## config.mk

```make
export PLATFORM = sky130hd
export DESIGN_NAME = lfgb_sort_cell
export DESIGN_NICKNAME = d
export VERILOG_FILES = /design/src/hw/rtl/lfgb_pkg.sv /design/src/hw/rtl/lfgb_sort_cell.sv
export SDC_FILE = /design/constraint.sdc
export NUM_CORES = 1
export LEC_CHECK = 0
export ABC_AREA = 1
export BUFFER_PORTS_ARGS = -buffer_cell sky130_fd_sc_hd__buf_2
export CORE_AREA = 2 2 98 100
export DETAILED_ROUTE_END_ITERATION = 16
export DIE_AREA = 0 0 100 102
export PLACE_DENSITY = 0.67
export SLEW_MARGIN = 20
export SYNTH_ARGS = -nofsm -noshare
export SYNTH_HDL_FRONTEND = slang
export SYNTH_SLANG_ARGS = --single-unit
```

## constraint.sdc

```tcl
create_clock -name clock -period 3.82 [get_ports clock]
set_input_delay 0.573 -clock clock [delete_from_list [all_inputs] [get_ports clock]]
set_output_delay 0.573 -clock clock [all_outputs]
set_load 0.02 [all_outputs]
```

## src/hw/rtl/lfgb_pkg.sv

```systemverilog
// ----------------------------------------------------------------------------
// lfgb_pkg: shared types and constants
// Transaction payloads, default sizes and load limits for the longest-first
// greedy balancer.
// ----------------------------------------------------------------------------
package lfgb_pkg;

   // default sizes
   localparam int DEF_MAX_JOBS    = 64;
   localparam int DEF_MAX_WORKERS = 16;
   localparam int DEF_LENGTH_BITS = 24;

   // load accumulator
   localparam int          LOAD_BITS = 30;
   localparam logic [29:0] LOAD_MAX  = 30'h3FFF_FFFF;

   // worker count register
   localparam int         WORKER_COUNT_BITS  = 5;
   localparam logic [4:0] WORKER_COUNT_RESET = 5'd1;

   // input transaction
   typedef struct packed {
      logic [23:0] job_length;
      logic        is_last;
   } lfgb_req_type;

   // result transaction
   typedef struct packed {
      logic [5:0]  job_index;
      logic [3:0]  worker_index;
      logic [29:0] worker_load;
      logic        overflow;
      logic        last_of_run;
   } lfgb_rsp_type;

   // flags that travel with a job from the sort chain to the balancer
   typedef struct packed {
      logic first;
      logic last;
      logic overflow;
   } lfgb_job_ctl_type;

endpackage

```

## src/hw/rtl/lfgb_sort_cell.sv

```systemverilog
// ----------------------------------------------------------------------------
// lfgb_sort_cell: one cell of the systolic sort chain
// Holds one job, keeps the better of held and incoming job, hands the other
// to the right; in pop mode takes over the right neighbor's job.
// ----------------------------------------------------------------------------
module lfgb_sort_cell
   import lfgb_pkg::*;
#(
   parameter int LENGTH_BITS  = DEF_LENGTH_BITS,
   parameter int JOB_IDX_BITS = $clog2(DEF_MAX_JOBS)
) (
   input  logic                    clock,
   input  logic                    reset,
   input  logic                    pop,
   input  logic                    ins_valid,
   input  logic [LENGTH_BITS-1:0]  ins_len,
   input  logic [JOB_IDX_BITS-1:0] ins_idx,
   input  logic                    nxt_valid,
   input  logic [LENGTH_BITS-1:0]  nxt_len,
   input  logic [JOB_IDX_BITS-1:0] nxt_idx,
   output logic                    st_valid,
   output logic [LENGTH_BITS-1:0]  st_len,
   output logic [JOB_IDX_BITS-1:0] st_idx,
   output logic                    pass_valid,
   output logic [LENGTH_BITS-1:0]  pass_len,
   output logic [JOB_IDX_BITS-1:0] pass_idx
);

   logic                    st_valid_ff;
   logic [LENGTH_BITS-1:0]  st_len_ff;
   logic [JOB_IDX_BITS-1:0] st_idx_ff;
   logic                    pass_valid_ff;
   logic [LENGTH_BITS-1:0]  pass_len_ff;
   logic [JOB_IDX_BITS-1:0] pass_idx_ff;
   logic                    ins_better;

   // longer first, lower arrival index on equal length
   assign ins_better = (ins_len > st_len_ff) ||
                       ((ins_len == st_len_ff) && (ins_idx < st_idx_ff));

   // hold, swap or pass on; pop shifts toward the head
   always_ff @(posedge clock) begin
      if (reset) begin
         st_valid_ff   <= 1'b0;
         pass_valid_ff <= 1'b0;
      end else if (pop) begin
         st_valid_ff   <= nxt_valid;
         st_len_ff     <= nxt_len;
         st_idx_ff     <= nxt_idx;
         pass_valid_ff <= 1'b0;
      end else if (!ins_valid) begin
         pass_valid_ff <= 1'b0;
      end else if (!st_valid_ff) begin
         st_valid_ff   <= 1'b1;
         st_len_ff     <= ins_len;
         st_idx_ff     <= ins_idx;
         pass_valid_ff <= 1'b0;
      end else if (ins_better) begin
         st_len_ff     <= ins_len;
         st_idx_ff     <= ins_idx;
         pass_valid_ff <= 1'b1;
         pass_len_ff   <= st_len_ff;
         pass_idx_ff   <= st_idx_ff;
      end else begin
         pass_valid_ff <= 1'b1;
         pass_len_ff   <= ins_len;
         pass_idx_ff   <= ins_idx;
      end
   end

   assign st_valid   = st_valid_ff;
   assign st_len     = st_len_ff;
   assign st_idx     = st_idx_ff;
   assign pass_valid = pass_valid_ff;
   assign pass_len   = pass_len_ff;
   assign pass_idx   = pass_idx_ff;

endmodule

```

Word-level counts from Yosys, hierarchy flattened. Cells that the tools add are included. Widths: inputs -> output; s select.

Equal/unequal tests: 2. Bitwise gates (word level): 3. Multiply operators: 0. Div/mod/pow operators: 0. Reductions and logical operators: 6. Mux-type cells: 13. Shift-type cells: 0. Add/subtract/negate cells: 0. $lt $le $gt $ge: 2.

Operator list (count): $mux 24 (5); $mux 6 (5); $eq 24x24->1 (1); $gt 24x24->1 (1); $lt 6x6->1 (1); $reduce_and 4->1 (1); $mux 1 (3); $ne 3x2->1 const B (1); $not 1->1 (3); $reduce_and 3->1 (1); $reduce_or 3->1 (1); $reduce_bool 2->1 (1); $logic_and 1x1->1 (1); $logic_or 1x1->1 (1).

Flip-flop bits (word level): 62. Memories: 0. Word-level logic and storage cells: 32. Input bits: 65. Bits in latches: 0. Output and inout port bits: 62. Memory bits (writable): 0. Memory bits (read-only): 0.

Longest topological paths before layout.
Depth in word-level cells: 7. Depth in mapped cells: 15. Mapped depth without buffers: 14.

Worst setup path after synthesis. No wires, ideal clock.

Path kind: input port to flip-flop. Start point: input pop. End point: register pass_idx_ff[0], in the netlist pass_idx[0], enable pin. Slack: 0.519 ns. Buffers on the path: 0. Setup time: 0.455 ns. Data arrival time: 2.846 ns. Required time: 3.365 ns. Cell stages on the path: 3. Path through: inv_1 nand2_1 nor3_1.

Word-level cells in the longest chain between the ends: 2.

RTL lines: start, declared (line lfgb_sort_cell.sv:14) `input logic pop,`; $not 1->1 (no source line); $reduce_and 4->1 (no source line); end signal, assigned (line lfgb_sort_cell.sv:63) `pass_idx_ff <= st_idx_ff;`; end signal, assigned (line lfgb_sort_cell.sv:67) `pass_idx_ff <= ins_idx;`; end, declared (line lfgb_sort_cell.sv:34) `logic [JOB_IDX_BITS-1:0] pass_idx_ff;`.

Every way passes these cells. A chain may end at the register's enable or synchronous reset.

Worst setup path after layout.
Start point: register st_len_ff[19], in the netlist st_len[19]. End point: register st_len_ff[10], in the netlist st_len[10], enable pin.

Word-level cells in the longest chain between the ends: 5. Elaborated cells between the ends (all ways): 6. Classes of those cells: 1 x order compare; 2 x eq/ne; 3 x reduce/logical.

RTL lines: start, declared (line lfgb_sort_cell.sv:30) `logic [LENGTH_BITS-1:0] st_len_ff;`; start signal, assigned (line lfgb_sort_cell.sv:48) `st_len_ff <= nxt_len;`; start signal, assigned (line lfgb_sort_cell.sv:55) `st_len_ff <= ins_len;`; start signal, assigned (line lfgb_sort_cell.sv:59) `st_len_ff <= ins_len;`; parallel branches: the longest is 2 deep, another holds $gt 24x24->1; $logic_or 1x1->1 (*) (line lfgb_sort_cell.sv:38) `assign ins_better = (ins_len > st_len_ff) ||`; $ne 3x2->1 (no source line) (*); $reduce_and 3->1 (no source line) (*).

Mark *: on every way between the ends.

==> flow_summary_export.csv <==
group,metric,value,unit
logic_synthesis,yosysMostFrequentCell,"nand2_1",
placement,dp_hpwl,6.54,mm
timing,fmax,363,MHz
cells_and_area,n_antenna_cell,0,
detailed_routing,vias_per_cell,4.83,
clocking,cts_resized,0,
floorplanning,core,9110,sq um
clocking,path_clk_slew,0.07,ns
detailed_routing,drtPass1Iterations,4,
worst_hold_path,hold_path_class,"in -> reg",
worst_hold_path,min-delay-start,"reset",
grt,grt_antenna_before_repair,0,
pwr,irDropWorstVdd,155,uV
job,drv_cap,0,
grt,grt_pass1_wl,14.2,mm
clocking,insertion_delay,0.33,ns
pwr,seqPwrFrac,46.1,%
timing,finalCritPeriodShare,72.1,%
clocking,post_cts_buffers,0,
critical_path,rr_worst_depth,11,
critical_path,critPathBufInv,2,
logic_synthesis,synth_top_area_share,51.0,%
logic_synthesis,syn_inst,402,
critical_path,critical_path.startpoint_type,"flip-flop",
pwr,powerDensity,393,nW/um^2
pwr,power_leakage,2.35,nW
critical_path,critical_path_class,"reg -> reg",
critical_path,crit_family,"simple AND/OR/NAND/NOR gates",
logic_synthesis,ys_warn_count,0,
floorplanning,dieArea,10200,sq um
worst_hold_path,hold_path_end,"st_valid",
critical_path,crit_path_max_incr_delay,0.52,ns
pwr,power.switching,0.493,mW
clocking,clk_path_buf_depth,2,
pwr,combPwrFrac,19.1,%
critical_path,crit_required,3.86,ns
critical_path,arrival,2.80,ns
cells_and_area,drive_gt1_share,29.0,%
grt,grt_max_degree,32,
timing,post-route-min-period,2.75,ns
logic_synthesis,synth_edf_count,60,
logic_synthesis,syn_area,3530,sq um
grt,grt_pass1_vias,3099,
cells_and_area,syn_to_final_growth,26.9,%
clocking,h-tree-depth,3,
pwr,pwr-share-clk,34.8,%
detailed_routing,vias,3118,
floorplanning,rows,35,
placement,numPortBuffers,126,
critical_path,worstSetupEndpointType,"flip-flop",
critical_path,cp_slowest_cell,"a21oi_4",
status,status,"complete, no violations",
timing,tightestPinTransition,0.581,ns
floorplanning,initial_core_util,38.8,%
logic_synthesis,async_flop_share,0,%
critical_path,path_common_cell,"nor2_1",
timing,relSlewSlack,61.2,%
worst_hold_path,hold-path-cell-count,2,
grt,grtUsageTotal,17.9,%
floorplanning,die_h,102,microns
timing,clock_skew,0.00928,ns
logic_synthesis,synth_area_per_cell,8.79,sq um
pwr,p_int,1.27,mW
clocking,ctsHoldBuffers,0,
timing,rsz0062_at_grt,"false",
logic_synthesis,yosysSeqAreaShare,52.1,%
floorplanning,dieWidth,100,microns
detailed_routing,drc_errors,0,
critical_path,rr_startpoint,"st_len[19]",
cells_and_area,layout.nets,624,
pwr,power_switching_share,27.9,%
logic_synthesis,synth_cell_types,23,
logic_synthesis,synth_flop_cell,"edfxtp_1",
clocking,cts_buffers,9,
timing,fin_tns_setup,0,ns
detailed_routing,finalWirelength,8.92,mm
logic_synthesis,yosysTopAreaCell,"edfxtp_1",
clocking,clock_sinks,62,
timing,finalHoldViolCount,0,
timing,finalMaxSlewViolations,0,
placement,globalplace.congestion,0.811,
detailed_routing,wl_per_cell,13.8,microns
logic_synthesis,ys_ff_latch,62,
critical_path,cp.depth,11,
cells_and_area,fin_util,49.2,%
clocking,clockRootBuffer,"clkbuf_8",
clocking,cts_tree,"built",
critical_path,r2r_end,"st_len[10]",
logic_synthesis,yosys-top-cells-count,"184 x nand2_1, 60 x edfxtp_1, 42 x inv_1, 32 x nand3_1, 29 x ha_1",
timing,finalSetupViolations,0,
floorplanning,pin_count,127,
critical_path,path_cells,"inv_1 -> ha_1 -> nand2_1 -> nor2_1 -> nand2_2 -> nor3_4 -> nor2_1 -> nand3_2 -> nand2_4 -> a21oi_4 -> buf_12",
grt,grt_overflow,0,
logic_synthesis,synthTopCellsByArea,"edfxtp_1 51%, nand2_1 20%, ha_1 10%",
critical_path,r2r_setup_slack,1.07,ns
detailed_routing,drt_iter0_markers,77,
detailed_routing,antenna_left,0,
logic_synthesis,synth_fp_nets,496,
critical_path,cp_max_fo,31,
==> flip-flops by register name, indices dropped and copies added, names as in the netlist <==
signal,cells
st_len,24
st_valid,1
st_idx,6
pass_valid,1
pass_idx,6
pass_len,24
==> placed cells by master (no fill, tap or decap), types with 2 or more instances in the layout <==
| cell | count |
|---|---|
| edfxtp_1 | 60 |
| buf_4 | 5 |
| o21ai_0 | 3 |
| buf_2 | 126 |
| nand2_1 | 184 |
| inv_1 | 42 |
| dfxtp_1 | 2 |
| nor2_1 | 10 |
| o21a_1 | 3 |
| clkbuf_8 | 12 |
| nand2_2 | 2 |
| ha_1 | 29 |
| a21oi_1 | 11 |
| nand3_1 | 32 |
==> worst reg2reg max path, delay by kind of cell (launching register included) <==
kind	cells	cell delay (ns)
AOI/OAI and AO/OA	1	0.53
buffers and inverters	2	0.29
DFF	1	0.40
and+or+nand+nor	7	0.97
adders and majority gates	1	0.29
==> stage by stage <==
stage	hold slack [ns]	std cells	instance area, sq um	setup slack (ns)	power, mW
2_1_floorplan	0.581	402	3530	0.519	1.05
3_3_place_gp	0.534	630	4270	0.802	1.16
3_5_place_dp	0.537	630	4270	0.740	1.17
4_1_cts	0.435	646	4480	1.01	1.78
5_1_grt	0.446	646	4480	0.834	1.85
6_report	0.448	646	4480	1.07	1.76
==> worst max-delay path by stage <==
stage	start	to
floorplan	pop	pass_idx[0]
global placement	ins_len[15]	st_len[0]
detailed placement	ins_len[19]	st_len[2]
CTS	st_len[19]	st_len[3]
global route	st_len[19]	st_len[10]
finish	st_len[19]	st_len[10]
==> layout make-up <==
class	count	area (sq um)
repair buffers	132	688
flip-flops and latches	62	1840
well taps	111	139
fillers	885	4620
clock buffers	13	169
inverters	42	158
clock inverters	3	42.5
multi-input cells	283	1450
==> routing by layer <==
metal,GRT usage (%),wire length [microns],up-vias
met2,31.2,4310,128
met5,0,0,-
met3,3.69,640,9
li1,-,-,1563
met1,22.0,3880,1418
met4,6.85,81,0
==> power groups by stage <==
stage	Clock [mW]	Combinational, mW	Sequential (mW)
finish	0.614	0.337	0.814
global route	0.648	0.386	0.817
CTS	0.623	0.343	0.814
detailed placement	0	0.342	0.829
global placement	0	0.330	0.828
floorplan	0	0.188	0.862
==> logic make-up after synthesis <==
family,Yosys count,synth area share [%]
AOI/OAI and AO/OA,20,3.50
buffers and inverters,57,7.11
adders and majority gates,29,10.3
and+or+nand+nor,234,27.0
DFF,62,52.1
Note: power is estimated with default switching activity, not from simulation.
