`config.mk`:
```
export PLATFORM = sky130hd
export DESIGN_NAME = lfgb_balancer
export DESIGN_NICKNAME = d
export VERILOG_FILES = /design/src/hw/rtl/lfgb_pkg.sv /design/src/hw/rtl/lfgb_balancer.sv
export SDC_FILE = /design/constraint.sdc
export NUM_CORES = 1
export LEC_CHECK = 0
export BUFFER_PORTS_ARGS = -buffer_cell sky130_fd_sc_hd__buf_4
export CAP_MARGIN = 20
export CORE_ASPECT_RATIO = 1.5
export CORE_MARGIN = 8
export CORE_UTILIZATION = 60
export DETAILED_ROUTE_END_ITERATION = 7
export PLACE_DENSITY = 0.82
export SETUP_SLACK_MARGIN = 0.4
export SYNTH_ARGS = -nofsm -noshare
export SYNTH_HDL_FRONTEND = slang
export SYNTH_SLANG_ARGS = --single-unit
```
`constraint.sdc`:
```
create_clock -name clock -period 7.25 [get_ports clock]
set_input_delay 0 -clock clock [delete_from_list [all_inputs] [get_ports clock]]
set_output_delay 0 -clock clock [all_outputs]
set_load 0.01 [all_outputs]
```
`src/hw/rtl/lfgb_pkg.sv`:
```
// ----------------------------------------------------------------------------
// lfgb_pkg: shared types and constants
// Transaction payloads, default sizes and load limits for the longest-first
// greedy balancer.
// ----------------------------------------------------------------------------
package lfgb_pkg;

   // default sizes
   localparam int DEF_MAX_JOBS    = 64;
   localparam int DEF_MAX_WORKERS = 16;
   localparam int DEF_LENGTH_BITS = 24;

   // load accumulator
   localparam int          LOAD_BITS = 30;
   localparam logic [29:0] LOAD_MAX  = 30'h3FFF_FFFF;

   // worker count register
   localparam int         WORKER_COUNT_BITS  = 5;
   localparam logic [4:0] WORKER_COUNT_RESET = 5'd1;

   // input transaction
   typedef struct packed {
      logic [23:0] job_length;
      logic        is_last;
   } lfgb_req_type;

   // result transaction
   typedef struct packed {
      logic [5:0]  job_index;
      logic [3:0]  worker_index;
      logic [29:0] worker_load;
      logic        overflow;
      logic        last_of_run;
   } lfgb_rsp_type;

   // flags that travel with a job from the sort chain to the balancer
   typedef struct packed {
      logic first;
      logic last;
      logic overflow;
   } lfgb_job_ctl_type;

endpackage

```
`src/hw/rtl/lfgb_balancer.sv`:
```
// ----------------------------------------------------------------------------
// lfgb_balancer: least-loaded worker search and load update
// Scans the worker loads one per cycle, adds the job to the least loaded
// worker with saturation and registers the result transaction.
// ----------------------------------------------------------------------------
module lfgb_balancer
   import lfgb_pkg::*;
#(
   parameter int MAX_JOBS    = DEF_MAX_JOBS,
   parameter int MAX_WORKERS = DEF_MAX_WORKERS,
   parameter int LENGTH_BITS = DEF_LENGTH_BITS
) (
   input  logic                               clock,
   input  logic                               reset,
   input  logic [WORKER_COUNT_BITS-1:0]       worker_count,
   input  logic                               job_valid,
   output logic                               job_ready,
   input  lfgb_job_ctl_type                   job_ctl,
   input  logic [LENGTH_BITS-1:0]             job_len,
   input  logic [$clog2(MAX_JOBS)-1:0]        job_idx,
   output logic                               rsp_valid,
   input  logic                               rsp_ready,
   output lfgb_rsp_type                       rsp_data
);

   localparam int JOB_IDX_BITS = $clog2(MAX_JOBS);
   localparam int WIDX_BITS    = (MAX_WORKERS > 1) ? $clog2(MAX_WORKERS) : 1;
   localparam int SUM_BITS     = ((LENGTH_BITS > LOAD_BITS) ? LENGTH_BITS : LOAD_BITS) + 1;

   typedef enum logic [1:0] {
      ST_IDLE,
      ST_SCAN,
      ST_UPDATE
   } state_type;

   state_type               state_ff;
   logic [LENGTH_BITS-1:0]  len_ff;
   logic [JOB_IDX_BITS-1:0] idx_ff;
   lfgb_job_ctl_type        ctl_ff;
   logic [WIDX_BITS-1:0]    w_ff;
   logic [WIDX_BITS-1:0]    best_ff;
   logic [LOAD_BITS:0]      best_load_ff;
   logic [LOAD_BITS-1:0]    loads_ff [MAX_WORKERS];
   logic                    rsp_valid_ff;
   lfgb_rsp_type            rsp_data_ff;

   logic [WIDX_BITS-1:0]    last_w;
   logic [LOAD_BITS:0]      cand_load;
   logic [SUM_BITS-1:0]     sum;
   logic [LOAD_BITS-1:0]    new_load;
   logic                    out_free;

   // clamp the worker count to one through MAX_WORKERS
   always_comb begin
      if (worker_count == '0) begin
         last_w = '0;
      end else if (32'(worker_count) > MAX_WORKERS) begin
         last_w = WIDX_BITS'(MAX_WORKERS - 1);
      end else begin
         last_w = WIDX_BITS'(worker_count - 5'd1);
      end
   end

   // candidate, saturating sum
   assign cand_load = {1'b0, loads_ff[w_ff]};
   assign sum       = SUM_BITS'(best_load_ff[LOAD_BITS-1:0]) + SUM_BITS'(len_ff);
   assign new_load  = (sum > SUM_BITS'(LOAD_MAX)) ? LOAD_MAX : sum[LOAD_BITS-1:0];
   assign out_free  = !rsp_valid_ff || rsp_ready;

   // sequence one job: take, scan, update
   always_ff @(posedge clock) begin
      if (reset) begin
         state_ff     <= ST_IDLE;
         rsp_valid_ff <= 1'b0;
      end else begin
         // drop the accepted result unless a new one replaces it
         if (rsp_valid_ff && rsp_ready && (state_ff != ST_UPDATE)) begin
            rsp_valid_ff <= 1'b0;
         end
         unique case (state_ff)
            ST_IDLE: begin
               if (job_valid) begin
                  len_ff       <= job_len;
                  idx_ff       <= job_idx;
                  ctl_ff       <= job_ctl;
                  w_ff         <= '0;
                  best_ff      <= '0;
                  best_load_ff <= {1'b1, {LOAD_BITS{1'b0}}};
                  if (job_ctl.first) begin
                     for (int i = 0; i < MAX_WORKERS; i++) begin
                        loads_ff[i] <= '0;
                     end
                  end
                  state_ff <= ST_SCAN;
               end
            end
            ST_SCAN: begin
               if (cand_load < best_load_ff) begin
                  best_ff      <= w_ff;
                  best_load_ff <= cand_load;
               end
               if (w_ff == last_w) begin
                  state_ff <= ST_UPDATE;
               end else begin
                  w_ff <= w_ff + WIDX_BITS'(1);
               end
            end
            ST_UPDATE: begin
               if (out_free) begin
                  loads_ff[best_ff]        <= new_load;
                  rsp_data_ff.job_index    <= 6'(idx_ff);
                  rsp_data_ff.worker_index <= 4'(best_ff);
                  rsp_data_ff.worker_load  <= new_load;
                  rsp_data_ff.overflow     <= ctl_ff.overflow;
                  rsp_data_ff.last_of_run  <= ctl_ff.last;
                  rsp_valid_ff             <= 1'b1;
                  state_ff                 <= ST_IDLE;
               end
            end
            default: begin
               state_ff <= ST_IDLE;
            end
         endcase
      end
   end

   assign job_ready = (state_ff == ST_IDLE);
   assign rsp_valid = rsp_valid_ff;
   assign rsp_data  = rsp_data_ff;

   // a waiting result is never overwritten
   a_rsp_hold: assert property (@(posedge clock) disable iff (reset)
      rsp_valid_ff && !rsp_ready |=> rsp_valid_ff && $stable(rsp_data_ff))
      else $error("result overwritten while stalled");

   // the chosen worker lies within the active worker count
   a_best_range: assert property (@(posedge clock) disable iff (reset)
      state_ff == ST_UPDATE |-> best_ff <= last_w)
      else $error("chosen worker beyond worker count");

   // after the scan the best load is a real load, not the start marker
   a_best_found: assert property (@(posedge clock) disable iff (reset)
      state_ff == ST_UPDATE |-> !best_load_ff[LOAD_BITS])
      else $error("scan ended without a candidate");

endmodule

```
; ---- Yosys cells after proc, flatten, opt, wreduce, memory -nomap -nowiden
; Memories as Yosys holds them, arrays and structs flattened. A register that Yosys moved wholly into a read port is not among the register bits.
; Cells that the tools add are included.
[word_totals]
output_inout_bits = 44
regBits = 116
mem_bits_rw = 480
n_memories = 1
input_bits = 42
[memory_table]
columns = name, depth, word_bits, rd, rd_clocked_by_memory_dff, wr, line
row1 = loads_ff, 16, 30, 1, 1, 16, lfgb_balancer.sv:43  ; logic [LOAD_BITS-1:0] loads_ff [MAX_WORKERS];
[classes]
reduce_logical = 13
order_cmp = 3
n_mux = 31
add_sub_neg = 3
eq_ne = 9
n_bitwise = 1
[op_table]
columns = operator, n
row1 = 2-to-1 mux 31 bit, 2
row2 = case mux 31 bit (2 select lines), 1
row3 = 2-to-1 mux 30 bit, 2
row4 = adder 30 x 24 -> 31 bit, 1
row5 = "greater-than comparator 31 x 30 -> 1 bit, second input constant", 1
row6 = < comparator 30 x 31 -> 1 bit, 1
row7 = OR reduction 30 bit, 1
row8 = 2-to-1 mux 4 bit, 7
row9 = case mux 4 bit (2 select lines), 2
row10 = 2-to-1 mux 1 bit, 13
row11 = "inequality test 2 bit, second input constant", 6
row12 = AND reduction 3 bit, 3
row13 = AND reduction 4 bit, 2
row14 = 2-to-1 mux 2 bit, 3
row15 = case mux 2 bit (3 select lines), 1
row16 = "greater-than comparator 5 bit, second input constant", 1
row17 = zero test 5 bit, 1
row18 = "adder 4 x 1 -> 4 bit, second input constant", 1
row19 = equality test 4 bit, 1
row20 = "subtractor 4 x 1 -> 4 bit, second input constant", 1
row21 = "equality test 2 x 1 -> 1 bit, second input constant", 1
row22 = "equality test 2 bit, second input constant", 1
row23 = logical AND 1 bit, 2
row24 = zero test 2 bit, 1
row25 = other kinds (4), 4

; ---- Logic depth before layout (Yosys ltp)
; Gate-level depths: netlist of run 1.
[logic_depth]
depth_word = 8
mapped_depth = 13

; ---- Least setup slack after synthesis of run 1
; OpenSTA, ideal clock, no wires.
[synth_timing]
path_kind = register to register
from = register state_ff[1]
to = memory loads_ff[12][0] (enable)
slack_ns = 1.273
n_path_buf = 1
setup_time_ns = 0.387
required_ns = 6.863
arrival_ns = 5.590
period_less_slack_ns = 5.977
path_stages_with_launch = 5
cell_sequence = dfxtp_1 -> nor4b_1 -> nand2_1 -> clkbuf_1 -> nand2_1
[synth_rtl]
columns = element, line
row1 = start: declaration, lfgb_balancer.sv:36  ; state_type state_ff;
row2 = start signal: assignment, lfgb_balancer.sv:73  ; state_ff <= ST_IDLE;
row3 = start signal: assignment, lfgb_balancer.sv:94  ; state_ff <= ST_SCAN;
row4 = start signal: assignment, lfgb_balancer.sv:103  ; state_ff <= ST_UPDATE;
row5 = end: declaration, lfgb_balancer.sv:43

==> results.md, run 1 <==
- Commonest non-fill, non-tap cell in the layout: edfxtp_1
- Port bufs: 85
- Critical path type: flip-flop to flip-flop
- Layout cells sized above 1: 21.6%
- Reg area: 0.0180 mm²
- All-Layer GR Usage: 28.9%
- DIE AREA: 0.0529 mm²
- Endpoint class of the critical path: flip-flop
- Cell chosen for the clock root: clkbuf_16
- Fmax: 194 MHz
- Top_reg_cell synth: edfxtp_1
- Power Total: 7.94 mW
- Gate count of the mapped netlist: 1,861
- Tightest Pin Transition: 1080 ps
- Height of the die: 278 µm
- Filler Cell Count: 2,889
- Setup WS pre-CTS: 1960 ps
- DP Area: 0.0285 mm²
- Critical Path Sink: best_load_ff[29]$_SDFFCE_PN0P_
- PwrDens: 259 mW/mm²
- Share of the clock period used by the worst path: 71.1%
- Drt via density: 6.76
- Post-Layout Inst Area: 0.0306 mm²
- DR DRC count: 0
- Largest net degree at the start of global routing: 55
- Status: finished, final reports clean
- Io pins: 86
- DR pass1 iterations: 6
- Area Growth Syn to Fin: 11.8%
- CTS Buf Count: 52
- Cell area after synthesis: 0.0274 mm²
- Area of the multi-input gates: 0.00858 mm²
- R2R depth: 11
- Vias in the first global route: 17,800
- CTS clock-pin slew for the worst setup and hold paths: 60 ps
- Final core occ: 67.5%
- Sink Count: 600
- Grt total ovfl: 0
- # rows: 96
- Synth Net Count: 1,959
- Post-DR wirelength/cell: 30.0 µm
- Initial DRC count: 2,379
- Routability cong.: 0.919
- ANT nets after route: 0
- Post-CTS Setup Bufs: 0
- Initial Util: 60.4%
- Antenna violations before repair: 0
- Max-Cap Viols: 0
- Kind of start point of the critical path: flip-flop
- Fin Setup TNS: 0 ps
- CP max FO: 45
- Later-pin clock latency in the skew report: 600 ps
- Commonest non-fill, non-tap cells in the layout: 593 x edfxtp_1, 416 x nor2_1, 149 x mux4_2
- Post-synth EDFFs: 593
- Setup slack, reg-to-reg: 2100 ps
- Unrepaired setup endpoints after global routing: no
- VDD IR max: 0.178 mV
- Critical path data arrival time: 5440 ps
- CTS tree: done
- Die Span X: 191 µm
- # setup viols final: 0
- Post-synthesis sequential area ratio: 65.5%
- Hold WC Path Type: input pin to flip-flop
- Maximum buffer depth of the clock tree: 3
- Synthesized flop and latch total: 600
- Leakage dissipation: 11.0 nW
- Fin. Hold Viols: 0
- Syn_area_per_cell: 14.7 µm²
- Slew margin rel.: 26.7%
- Worst path required time: 7540 ps
- Post-DP HPWL: 45,500 µm
- Ys async rst share: 0%
- Fin Clk Skew: 29.1 ps
- Final #Nets: 2,052
- Max Slew Vio Count: 0
- Min cycle time layout: 5150 ps
- Cell variety after synth: 73
- Worst flop-to-flop path endpoint: best_load_ff[29]$_SDFFCE_PN0P_
- Global-route wire length before repair: 112,000 µm
- Number of warnings issued by yosys: 0
- H-tree levels: 2
- Total wire length: 77,500 µm
- Core box area: 0.0454 mm²
- Final worst slack: 2100 ps
- Via Count: 17,500
==> sequential cells by signal, indices dropped and copies added (netlist names), named ones only <==
signal,cells
best_ff,4
ctl_ff,2
len_ff,24
rsp_data,42
state_ff,2
loads_ff,480
best_load_ff,31
w_ff,4
idx_ff,6
rsp_valid,1
==> what timing repair did <==
action | 4_1_cts | 5_1_grt
gates resized for setup | 0 | 0
endpoints found under the hold margin | 39 | 0
hold buffers | 36 | 0
==> synthesized netlist by cell type, types with 5 or more instances <==
master	n	area, µm²
edfxtp_1	593	17800
nor2_1	416	1560
mux4_2	149	3360
clkbuf_1	78	293
a21oi_1	70	350
inv_1	67	251
ha_1	55	688
nand2_1	51	191
nor3_1	44	220
and2_1	38	238
buf_2	26	130
o21ai_0	23	115
buf_4	22	165
a31oi_1	20	125
nand3_1	16	80.1
a21o_1	12	90.1
nor2_4	12	135
nand4_1	11	68.8
or3_1	11	68.8
nor3_2	10	100
nor2b_1	9	56.3
a21oi_4	8	130
xnor2_1	8	70.1
dfxtp_1	7	140
xor2_1	7	61.3
o21a_1	6	45.0
buf_6	5	56.3
mux2_2	5	56.3
==> metrics by stage <==
stage / std cells / hold WS [ps]
after floorplan: 1861 / 69.1
after global placement: 2450 / 179
after detailed placement: 2450 / 179
after CTS: 2581 / 50.6
after global routing: 2583 / 122
final: 2584 / 54.7
==> cells by family (layout without fill, tap and decap cells) <==
family | Yosys count | count (layout) | share of synthesized area, %
DFF | 600 | 600 | 65.5
buffers and inverters | 202 | 336 | 3.32
muxes | 158 | 158 | 12.6
AOI/OAI and AO/OA | 181 | 181 | 4.62
and+or+nand+nor | 645 | 645 | 10.7
adders and majority gates | 58 | 58 | 2.66
other | 0 | 1 | 0
xor gates and xnor gates | 17 | 17 | 0.598
==> layer usage <==
metal	wire, µm	up-vias	GRT usage [%]
met4	6050	0	18.9
met1	23800	8509	34.1
met2	37800	1467	47.4
li1	-	7125	-
met5	0	-	0
met3	9810	376	5.87
==> power breakdown <==
part | switching, mW | internal (mW) | leakage, nW
Combinational | 0.712 | 0.430 | 4.53
Clock | 1.26 | 1.54 | 0.824
Sequential | 0.0932 | 3.90 | 5.66
==> critical path, cell delays in order, from the launching register on <==
cell and delay [ps]:
dfxtp_4 970, buf_4 560, mux4_2 570, mux4_2 500
ha_1 350, a211o_1 330, a21oi_1 140, o21ai_0 120
a31oi_1 200, o221ai_1 210, o21bai_4 600, buf_16 250
==> final cells by class <==
class,count,area share [%]
repair buffers,174,4.62
multi-input cells,1059,28.0
inverters,67,0.821
clock inverters,37,1.22
flip-flops and latches,600,58.6
well taps,588,2.40
diodes,1,0.00817
clock buffers,58,4.32
==> worst min path at each step <==
stage                          startpoint                  endpoint  slack, ps  depth (start not counted)
final                     worker_count[2]  state_ff[0]$_SDFFE_PP0P_         50                          5
after detailed placement       job_idx[1]       idx_ff[1]$_DFFE_PP_        180                          1
after global placement         job_idx[0]       idx_ff[0]$_DFFE_PP_        180                          1
after floorplan                     reset      rsp_valid$_SDFF_PP0_         70                          1
after global routing      worker_count[2]  state_ff[0]$_SDFFE_PP0P_        120                          5
after CTS                 worker_count[2]  state_ff[0]$_SDFFE_PP0P_         50                          5
No activity file was read; power rests on OpenSTA's default activity.
==> run 2: changes to the inputs <==
- CORE_UTILIZATION: 60 -> 56
- PLACE_DENSITY: 0.82 -> 0.81
- clock period: 7.25 -> 4.55 ns (I/O delays scaled with it)
==> run 2 against run 1 <==
Against the previous run: design area is 1.4% higher; register-to-register slack got worse by 1500 ps; clock skew shrank 10 ps; die area is 6.6% higher; highest routed layer unchanged; core utilization shrank 3.5 points; routed wire length grew 0.97%; non-clock buffer count is 29 higher; clock power is 57% higher; critical path type unchanged; maximum frequency is 30% higher; total power grew 59%; worst hold slack gained 74 ps; sequential cell count stayed put.
==> results.md, run 2 (synthesis results as in run 1) <==
- Critical path data arrival time: 4260 ps
- DR pass1 iterations: 5
- Non-filler cells in the finished layout: 2,683
- Height of the die: 287 µm
- Largest net degree at the start of global routing: 70
- Status: finished, final reports clean
- CTS tree: done
- Drt via density: 6.51
- VDD IR max: 0.281 mV
- Max-Cap Viols: 0
- CTS Buf Count: 53
- Antenna violations before repair: 0
- Max Slew Vio Count: 0
- Final core occ: 64.0%
- Grt total ovfl: 0
- Area Growth Syn to Fin: 13.4%
- DP Area: 0.0290 mm²
- Reg area: 0.0180 mm²
- Initial DRC count: 2,470
- Core box area: 0.0486 mm²
- Setup WS pre-CTS: 501 ps
- # rows: 99
- Tightest Pin Transition: 988 ps
- CTS resizes: 0
- PwrDens: 407 mW/mm²
- Min cycle time layout: 3970 ps
- Maximum buffer depth of the clock tree: 3
- ANT nets after route: 0
- DR DRC count: 0
- Global-route wire length before repair: 114,000 µm
- Post-DP HPWL: 47,300 µm
- Sink Count: 600
- Kind of start point of the critical path: flip-flop
- Total wire length: 78,200 µm
- Final worst slack: 583 ps
- Post-DR wirelength/cell: 29.2 µm
- Critical Path Sink: best_load_ff[10]$_SDFFCE_PN0P_
- Cell chosen for the clock root: clkbuf_16
- Register bank with the most flops: loads_ff
- Commonest non-fill, non-tap cell in the layout: edfxtp_1
- Worst flop-to-flop path endpoint: best_load_ff[10]$_SDFFCE_PN0P_
- Endpoint class of the critical path: flip-flop
- Diode count: 0
- Die Span X: 197 µm
- R2R depth: 11
- Routability cong.: 0.924
- Io pins: 86
- Commonest non-fill, non-tap cells in the layout: 593 x edfxtp_1, 416 x nor2_1, 153 x buf_4
- Largest register FFs: 480
- All-Layer GR Usage: 27.7%
- Fin. Hold Viols: 0
- Critical path type: flip-flop to flip-flop
- CTS clock-pin slew for the worst setup and hold paths: 60 ps
- Fin Clk Skew: 18.8 ps
- DIE AREA: 0.0564 mm²
- Layout cells sized above 1: 22.4%
- Slew margin rel.: 34.0%
- Hold WC Path Type: input pin to flip-flop
- Worst path required time: 4840 ps
- Initial Util: 56.4%
- Area of the multi-input gates: 0.00861 mm²
- Setup slack, reg-to-reg: 580 ps
- Final #Nets: 2,082
- Via Count: 17,500
- Vias in the first global route: 17,600
- Share of the clock period used by the worst path: 87.2%
- Unrepaired setup endpoints after global routing: no
- Filler Cell Count: 3,336
- Post-Place Cells: 2,537
- Port bufs: 85
- # setup viols final: 0
- Later-pin clock latency in the skew report: 600 ps
- Leakage dissipation: 11.2 nW
- Fin Setup TNS: 0 ps
- H-tree levels: 2
- Post-Layout Inst Area: 0.0311 mm²
- CP max FO: 26
- Fmax: 252 MHz
run 2: worst max-delay path, stage by stage (launching register included):
cell and delay [ps]:
dfxtp_4 520, buf_12 270, mux4_2 570, mux4_2 520
ha_1 330, nand4_1 140, nor3_1 90, a221oi_1 230
o31ai_1 190, o311a_1 360, o21bai_4 180, buf_12 230
run 2: how the worst min path moves through the flow:
stage,start,slack [ps],to,depth (start not counted)
2_1_floorplan,reset,70,rsp_valid$_SDFF_PP0_,1
3_3_place_gp,job_idx[5],180,idx_ff[5]$_DFFE_PP_,1
3_5_place_dp,job_len[0],180,len_ff[0]$_DFFE_PP_,1
4_1_cts,job_len[0],120,len_ff[0]$_DFFE_PP_,2
5_1_grt,job_idx[5],120,idx_ff[5]$_DFFE_PP_,2
6_report,job_len[1],130,len_ff[1]$_DFFE_PP_,2
run 2: power by group:
group	internal, mW	leakage, nW	switching (mW)
clock network	2.38	0.814	2.03
logic	0.734	4.73	1.19
registers	6.21	5.66	0.0981
run 2: what timing repair did:
action | 4_1_cts | 5_1_grt
endpoints found under the hold margin | 35 | 0
buffers inserted | 0 | 11
endpoints found under the setup margin | 0 | 35
hold buffers | 37 | 0
run 2: metrics by stage:
stage	power, mW	hold slack (ps)
after floorplan	7.73	69.1
after global placement	8.21	178
after detailed placement	8.26	180
after CTS	12.6	123
after global routing	13.0	120
final	12.6	128
run 2: final cells by class:
cell class,instances,area share (%)
Inverter,67,0.809
Clock buffer,63,4.39
Timing Repair Buffer,203,5.73
Tap cell,656,2.64
Clock inverter,35,0.946
Sequential cell,600,57.8
Multi-Input combinational cell,1059,27.7
run 2: per-layer routing:
| layer | up-vias | global-route usage [%] | wire, µm |
|---|---|---|---|
| met5 | - | 0 | 0 |
| met4 | 0 | 14.7 | 4850 |
| met3 | 278 | 5.42 | 9200 |
| met2 | 1362 | 47.0 | 38800 |
| met1 | 8633 | 33.2 | 25300 |
| li1 | 7198 | - | - |
